<file path="config.mk">
export PLATFORM = sky130hd
export DESIGN_NAME = jvm_sqrt_pipe
export DESIGN_NICKNAME = d
export VERILOG_FILES = /design/src/hw/rtl/jvm_pkg.sv /design/src/hw/rtl/jvm_sqrt_pipe.sv
export SDC_FILE = /design/constraint.sdc
export NUM_CORES = 2
export LEC_CHECK = 0
export ABC_AREA = 1
export ABC_CLOCK_PERIOD_IN_PS = 2900
export BUFFER_PORTS_ARGS = -buffer_cell sky130_fd_sc_hd__buf_4
export CAP_MARGIN = 0
export CORE_ASPECT_RATIO = 1.75
export CORE_MARGIN = 10
export CORE_UTILIZATION = 50
export DETAILED_ROUTE_END_ITERATION = 16
export GPL_TIMING_DRIVEN = 0
export PLACE_DENSITY = 0.73
export SKIP_CTS_REPAIR_TIMING = 1
export SLEW_MARGIN = 25
export SYNTH_ARGS = -nofsm -noshare
export SYNTH_HDL_FRONTEND = slang
export SYNTH_SLANG_ARGS = --single-unit
</file>
<file path="constraint.sdc">
create_clock -name i_clk -period 2.9 [get_ports i_clk]
set_input_delay 0.725 -clock i_clk [delete_from_list [all_inputs] [get_ports i_clk]]
set_output_delay 0.725 -clock i_clk [all_outputs]
set_load 0.02 [all_outputs]
</file>
<file path="src/hw/rtl/jvm_pkg.sv">
// Shared types and constants for the joystick velocity mapper.
// No dependencies; imported by jvm_sqrt_pipe, jvm_div_pipe and the top level.
package jvm_pkg;

    // Radicand, root and quotient widths
    localparam int RAD_W = 32;
    localparam int ROOT_W = RAD_W / 2;
    localparam int NUM_W = 30;   // |axis| * limit < 2^30
    localparam int DEN_W = 16;

    // Register indexes
    localparam logic [2:0] REG_DEADZONE = 3'd0;
    localparam logic [2:0] REG_PAD_FS   = 3'd1;
    localparam logic [2:0] REG_KEY_LVL  = 3'd2;
    localparam logic [2:0] REG_RADIAL   = 3'd3;
    localparam logic [2:0] REG_ANGULAR  = 3'd4;
    localparam logic [2:0] REG_TORSO    = 3'd5;

    // Sideband that rides along with each transaction
    typedef struct packed {
        logic              sx;
        logic              sy;
        logic              sr;
        logic [NUM_W-1:0]  mx;
        logic [NUM_W-1:0]  my;
        logic [NUM_W-1:0]  mr;
        logic [15:0]       torso;
        logic              face;
        logic [DEN_W-1:0]  floor_val;
    } t_side;

endpackage

</file>
<file path="src/hw/rtl/jvm_sqrt_pipe.sv">
// Pipelined integer square root, one result bit per stage.
// Depends on jvm_pkg.
module jvm_sqrt_pipe (
    input  logic                        i_clk,
    input  logic                        i_rst_n,
    input  logic                        i_adv,
    input  logic                        i_valid,
    input  logic [jvm_pkg::RAD_W-1:0]   i_rad,
    input  jvm_pkg::t_side              i_side,
    output logic                        o_valid,
    output logic [jvm_pkg::ROOT_W-1:0]  o_root,
    output jvm_pkg::t_side              o_side
);
    import jvm_pkg::*;

    logic              r_v    [0:ROOT_W];
    logic [RAD_W-1:0]  r_rad  [0:ROOT_W];
    logic [ROOT_W+1:0] r_rem  [0:ROOT_W];
    logic [ROOT_W-1:0] r_root [0:ROOT_W];
    t_side             r_side [0:ROOT_W];

    // Entry of the chain is the module input
    always_comb begin
        r_v[0]    = i_valid;
        r_rad[0]  = i_rad;
        r_rem[0]  = '0;
        r_root[0] = '0;
        r_side[0] = i_side;
    end

    for (genvar g = 0; g < ROOT_W; g++) begin : g_stage
        logic [ROOT_W+3:0] rem_sh;
        logic [ROOT_W+3:0] trial;
        logic              ge;

        // Bring down two radicand bits, try root*4+1
        always_comb begin
            rem_sh = {r_rem[g], r_rad[g][RAD_W-1 -: 2]};
            trial  = {2'b00, r_root[g], 2'b01};
            ge     = rem_sh >= trial;
        end

        always_ff @(posedge i_clk) begin
            if (!i_rst_n) begin
                r_v[g+1] <= 1'b0;
            end else if (i_adv) begin
                r_v[g+1] <= r_v[g];
            end
        end

        always_ff @(posedge i_clk) begin
            if (i_adv) begin
                r_rad[g+1]  <= {r_rad[g][RAD_W-3:0], 2'b00};
                r_rem[g+1]  <= ge ? (ROOT_W+2)'(rem_sh - trial) : rem_sh[ROOT_W+1:0];
                r_root[g+1] <= {r_root[g][ROOT_W-2:0], ge};
                r_side[g+1] <= r_side[g];
            end
        end
    end

    assign o_valid = r_v[ROOT_W];
    assign o_root  = r_root[ROOT_W];
    assign o_side  = r_side[ROOT_W];

endmodule

</file>
==> results.md <==
| Group | Parameter | Value |
|---|---|---|
| critical path | Arrival time at the worst endpoint | 3320 ps |
| global route | Antenna violations before repair | 6 |
| finish | Post-layout nets | 6466 |
| yosys | Share of synthesized registers carrying an async set or reset | 0 |
| pwr | Leakage power | 40.6 nW |
| critical path | Critical path, cell by cell | ha_1, nand2_1, nor2_1, nand4_1, nor2_1, nor2_1, nand2_4, inv_4, buf_6, nand2_1, nand2_1 |
| global route | Pin count of the biggest net entering global routing | 154 |
| sta | Fmax achieved | 0.364 GHz |
| placed design | Placer's final routability congestion estimate | 0.935 |
| clock tree | Clock sink count | 2658 |
| finish | Share of layout cells above drive strength 1 | 0.161 |
| clock tree | Total number of H-tree levels | 4 |
| route | Via total after detailed routing | 43388 |
| clock tree | Clk_lat worst skew | 840 ps |
| finish | Post-Route Utilization | 0.578 |
| finish | Final design area excluding fillers | 0.109 mm² |
| finish | Area growth, synth to finish | 15.1% |
| pwr | Peak supply drop | 612 µV |
| critical path | Buffers plus inverters on the worst setup path | 2 |
| critical path | Kind of start point of the critical path | flip-flop |
| sta | Headroom to the max-slew limit | 0.458 |
| critical path | Register-to-Register Setup Slack | 150 ps |
| yosys | Dominant synthesized flop cell | sky130_fd_sc_hd__edfxtp_1 |
| clock tree | Cell at the root of the clock tree | sky130_fd_sc_hd__clkbuf_16 |
| clock tree | Maximum buffer depth of the clock tree | 4 |
| floorplanning | Height of the chip | 596 µm |
| global route | Sum of overflow across all layers after global routing | 0 |
| finish | Number of filler instances in the final layout | 13991 |
| pwr | Final total power | 81.6 mW |
| critical path | Peak per-stage delay on the critical path | 410 ps |
| floorplanning | Die Wd | 349 µm |
| placed design | Number of cells after detailed placement | 8285 |
| pwr | Pwr per Cell Area | 749 mW/mm² |
| route | Length of the first detailed-routing pass in iterations | 6 |
| sta | Worst Tran Pin Value | 813 ps |
| min path | Depth of the worst hold-timing path | 1 |
| yosys | Post-synth EDFFs | 2642 |
| critical path | Critical-path top delay cell | sky130_fd_sc_hd__edfxtp_1 |
| global route | Wire length of the first global-routing pass | 238000 µm |
| global route | GR Util All Layers | 0.148 |
| min path | Worst hold path class | input pin to flip-flop |
| route | Total length of routed wires | 165000 µm |
| floorplanning | Total die area | 0.208 mm² |
| yosys | Cells after Synth | 5513 |
| clock tree | Clk slew on worst S/H paths | 70 ps |
| sta | Final TNS setup | 0 ps |
| min path | Destination of the worst hold path | r_rad[500] |
| sta | Final count of hold timing violations | 0 |
| route | DRC | 0 |
| yosys | Number of nets in the synthesized netlist | 5828 |
| clock tree | Inserted Clock Buffers | 225 |
| critical path | Endpoint of the worst-slack reg-to-reg timing path | g_stage[11].rem_sh[4] |
| sta | Setup slack after layout | 151 ps |
| critical path | Kind of end point of the critical path | flip-flop |
| clock tree | Clock tree from TritonCTS | built |
| min path | Worst Hold Launch | i_rad[18] |
| route | Post-detailed-route count of antenna-violating nets | 0 |
| sta | Setup repair after global routing missed its margin | false |
| sta | Number of setup violations in the final report | 0 |
| route | Detailed Route Iter0 Violations | 2910 |
| yosys | Unique cell type count in the Yosys netlist | 53 |
| sta | Post-route worst hold slack | 60.2 ps |
| floorplanning | Rows | 211 |
| sta | Worst clock skew | 50.1 ps |
| sta | Ratio of final minimum period to clock period | 0.948 |
| placed design | Post-place instance area | 0.101 mm² |
| critical path | CP Data Required Time | 3470 ps |
| route | Average via count per standard cell | 4.94 |
| placed design | Count of input and output buffers | 304 |
| yosys | Part of the Yosys area used for sequential elements | 0.841 |
| critical path | Startpoint-to-endpoint class of the critical path | flip-flop to flip-flop |
| yosys | Combined area of all synthesized cells | 0.0947 mm² |
| placed design | Post-detail-place hpwl | 105000 µm |
| sta | Time the final worst path needs with I/O delays and setup | 2750 ps |
| floorplanning | Top-Level Pins | 305 |
| run | Max-capacitance violation count | 0 |
| placed design | Setup Slack @ Placement | -2870 ps |
| yosys | Post-Synthesis Mean Instance Area | 17.2 µm² |
| critical path | CP Max Fanout | 10 |
| critical path | Worst Reg-to-Reg Cells | 11 |
| yosys | Seq cells post-synth | 2658 |
| global route | Vias in the first global route | 43555 |
| sta | Total count of max-transition violations in the final report | 0 |
| critical path | Worst R2R Start | g_stage[10].rem_sh[6] |
| floorplanning | Floorplan Core Area | 0.188 mm² |
| run status | Run status | finished clean |
| route | Routed length per instance | 18.8 µm |
| critical path | CP delay by family, top | simple AND/OR/NAND/NOR gates |
| yosys | Yosys warning count | 0 |
| floorplanning | Starting utilization of the core area | 0.502 |
| critical path | Launch point of the critical path | g_stage[10].rem_sh[6] |
| finish | Post-route non-filler standard cell count | 8779 |
==> cells by family (layout without fill, tap and decap cells) <==
group                    Yosys count  in the layout  share of synthesized area
adder cells (fa/ha/maj)          153            153                     0.0202
AO/OA/AOI/OAI                    363            363                     0.0237
flip-flops                      2658           2658                      0.841
XOR/XNOR                         100            100                    0.00925
buffers and inverters            661           1476                     0.0334
other                              1              3                  0.0000396
AND/OR/NAND/NOR                 1577           1577                     0.0720
==> worst reg2reg max path, stage by stage (launching register included) <==
cell and delay (ps):
sky130_fd_sc_hd__edfxtp_1 410, sky130_fd_sc_hd__ha_1 380, sky130_fd_sc_hd__nand2_1 130, sky130_fd_sc_hd__nor2_1 330
sky130_fd_sc_hd__nand4_1 290, sky130_fd_sc_hd__nor2_1 300, sky130_fd_sc_hd__nor2_1 120, sky130_fd_sc_hd__nand2_4 170
sky130_fd_sc_hd__inv_4 90, sky130_fd_sc_hd__buf_6 170, sky130_fd_sc_hd__nand2_1 80, sky130_fd_sc_hd__nand2_1 50
==> cells in the final DEF (no fill, tap or decap), types with 51 or more instances in the layout <==
master and n:
sky130_fd_sc_hd__edfxtp_1 2642, sky130_fd_sc_hd__nand2_1 872, sky130_fd_sc_hd__inv_1 485, sky130_fd_sc_hd__buf_4 436, sky130_fd_sc_hd__nor2_1 304, sky130_fd_sc_hd__clkbuf_16 245
sky130_fd_sc_hd__nand3_1 190, sky130_fd_sc_hd__ha_1 153, sky130_fd_sc_hd__a21oi_1 125, sky130_fd_sc_hd__o21ai_0 95, sky130_fd_sc_hd__dlygate4sd3_1 70, sky130_fd_sc_hd__xor2_1 55
sky130_fd_sc_hd__nand4_1 53, sky130_fd_sc_hd__a21oi_2 51
==> state kept, by name, indices dropped and copies added, names as in the netlist <==
signal	count
g_stage.rem_sh	280
g_stage.trial	120
o_root	16
o_side	126
o_valid	1
r_rad	210
r_side	1890
r_v	15
==> worst max path at each step <==
| stage | endpoint | slack (ps) | cells after the start |
|---|---|---|---|
| global placement | r_v[7] | -24300 | 5 |
| detailed placement | o_side[120] | -2870 | 8 |
| floorplan | g_stage[2].rem_sh[2] | 970 | 8 |
| global route | r_side[948] | 20 | 7 |
| finish | g_stage[11].rem_sh[4] | 150 | 11 |
| CTS | r_side[327] | -1960 | 8 |
==> cell usage after synthesis, types with 2 or more instances <==
| cell | n | area, µm² |
|---|---|---|
| sky130_fd_sc_hd__buf_6 | 13 | 146 |
| sky130_fd_sc_hd__nand4_1 | 53 | 332 |
| sky130_fd_sc_hd__o211ai_1 | 7 | 52.6 |
| sky130_fd_sc_hd__and3_1 | 4 | 25.0 |
| sky130_fd_sc_hd__inv_2 | 14 | 52.6 |
| sky130_fd_sc_hd__xor2_1 | 55 | 482 |
| sky130_fd_sc_hd__nand2_4 | 6 | 67.6 |
| sky130_fd_sc_hd__nor2_1 | 304 | 1140 |
| sky130_fd_sc_hd__nor3_1 | 27 | 135 |
| sky130_fd_sc_hd__a21oi_4 | 2 | 32.5 |
| sky130_fd_sc_hd__inv_4 | 3 | 18.8 |
| sky130_fd_sc_hd__a21boi_1 | 2 | 15.0 |
| sky130_fd_sc_hd__nor3_2 | 2 | 20.0 |
| sky130_fd_sc_hd__buf_4 | 133 | 998 |
| sky130_fd_sc_hd__dfxtp_1 | 16 | 320 |
| sky130_fd_sc_hd__a21o_1 | 2 | 15.0 |
| sky130_fd_sc_hd__o21ai_0 | 95 | 475 |
| sky130_fd_sc_hd__a31oi_1 | 2 | 12.5 |
| sky130_fd_sc_hd__o21a_1 | 5 | 37.5 |
| sky130_fd_sc_hd__xnor2_1 | 45 | 394 |
| sky130_fd_sc_hd__inv_1 | 485 | 1820 |
| sky130_fd_sc_hd__o21ai_2 | 40 | 350 |
| sky130_fd_sc_hd__nand2_2 | 40 | 250 |
| sky130_fd_sc_hd__ha_1 | 153 | 1910 |
| sky130_fd_sc_hd__a21oi_1 | 125 | 626 |
| sky130_fd_sc_hd__clkbuf_1 | 4 | 15.0 |
| sky130_fd_sc_hd__nor2_4 | 4 | 45.0 |
| sky130_fd_sc_hd__buf_12 | 4 | 80.1 |
| sky130_fd_sc_hd__edfxtp_1 | 2642 | 79300 |
| sky130_fd_sc_hd__nand3_1 | 190 | 951 |
| sky130_fd_sc_hd__or2_2 | 7 | 43.8 |
| sky130_fd_sc_hd__and2_1 | 6 | 37.5 |
| sky130_fd_sc_hd__nor2_2 | 13 | 81.3 |
| sky130_fd_sc_hd__nand2_1 | 872 | 3270 |
| sky130_fd_sc_hd__nand3b_1 | 32 | 240 |
| sky130_fd_sc_hd__a21oi_2 | 51 | 447 |
| sky130_fd_sc_hd__o21ai_1 | 26 | 130 |
| sky130_fd_sc_hd__o21bai_1 | 4 | 30.0 |
| sky130_fd_sc_hd__nand3_2 | 5 | 50.1 |
| sky130_fd_sc_hd__inv_6 | 2 | 17.5 |
| sky130_fd_sc_hd__nor4_1 | 6 | 37.5 |
==> power by group <==
part           internal, mW  switching (mW)
clock                  16.5            13.1
combinational          2.01            3.70
sequential             45.3           0.985
total                  63.8            17.8
==> routing by layer <==
metal  GRT usage  vias to the layer above  part of all wire
li1            -                    21041                 -
met1       0.156                    20815              0.36
met2       0.274                     1077              0.54
met3      0.0253                      455             0.046
met4      0.0861                        0             0.058
met5           0                        -                 0
==> final cells by class <==
| class | count | area (µm²) | share of cell area |
|---|---|---|---|
| diodes | 2 | 5.00 | 0.0000459 |
| plain buffers | 156 | 1250 | 0.0115 |
| clock buffers | 255 | 5810 | 0.0533 |
| clock inverters | 149 | 1450 | 0.0133 |
| inverters | 505 | 1910 | 0.0176 |
| multi-input cells | 2194 | 11900 | 0.109 |
| flip-flops and latches | 2658 | 79700 | 0.731 |
| well taps | 2449 | 3060 | 0.0281 |
| repair buffers | 411 | 3970 | 0.0364 |
Note: power is estimated with default switching activity, not from simulation.
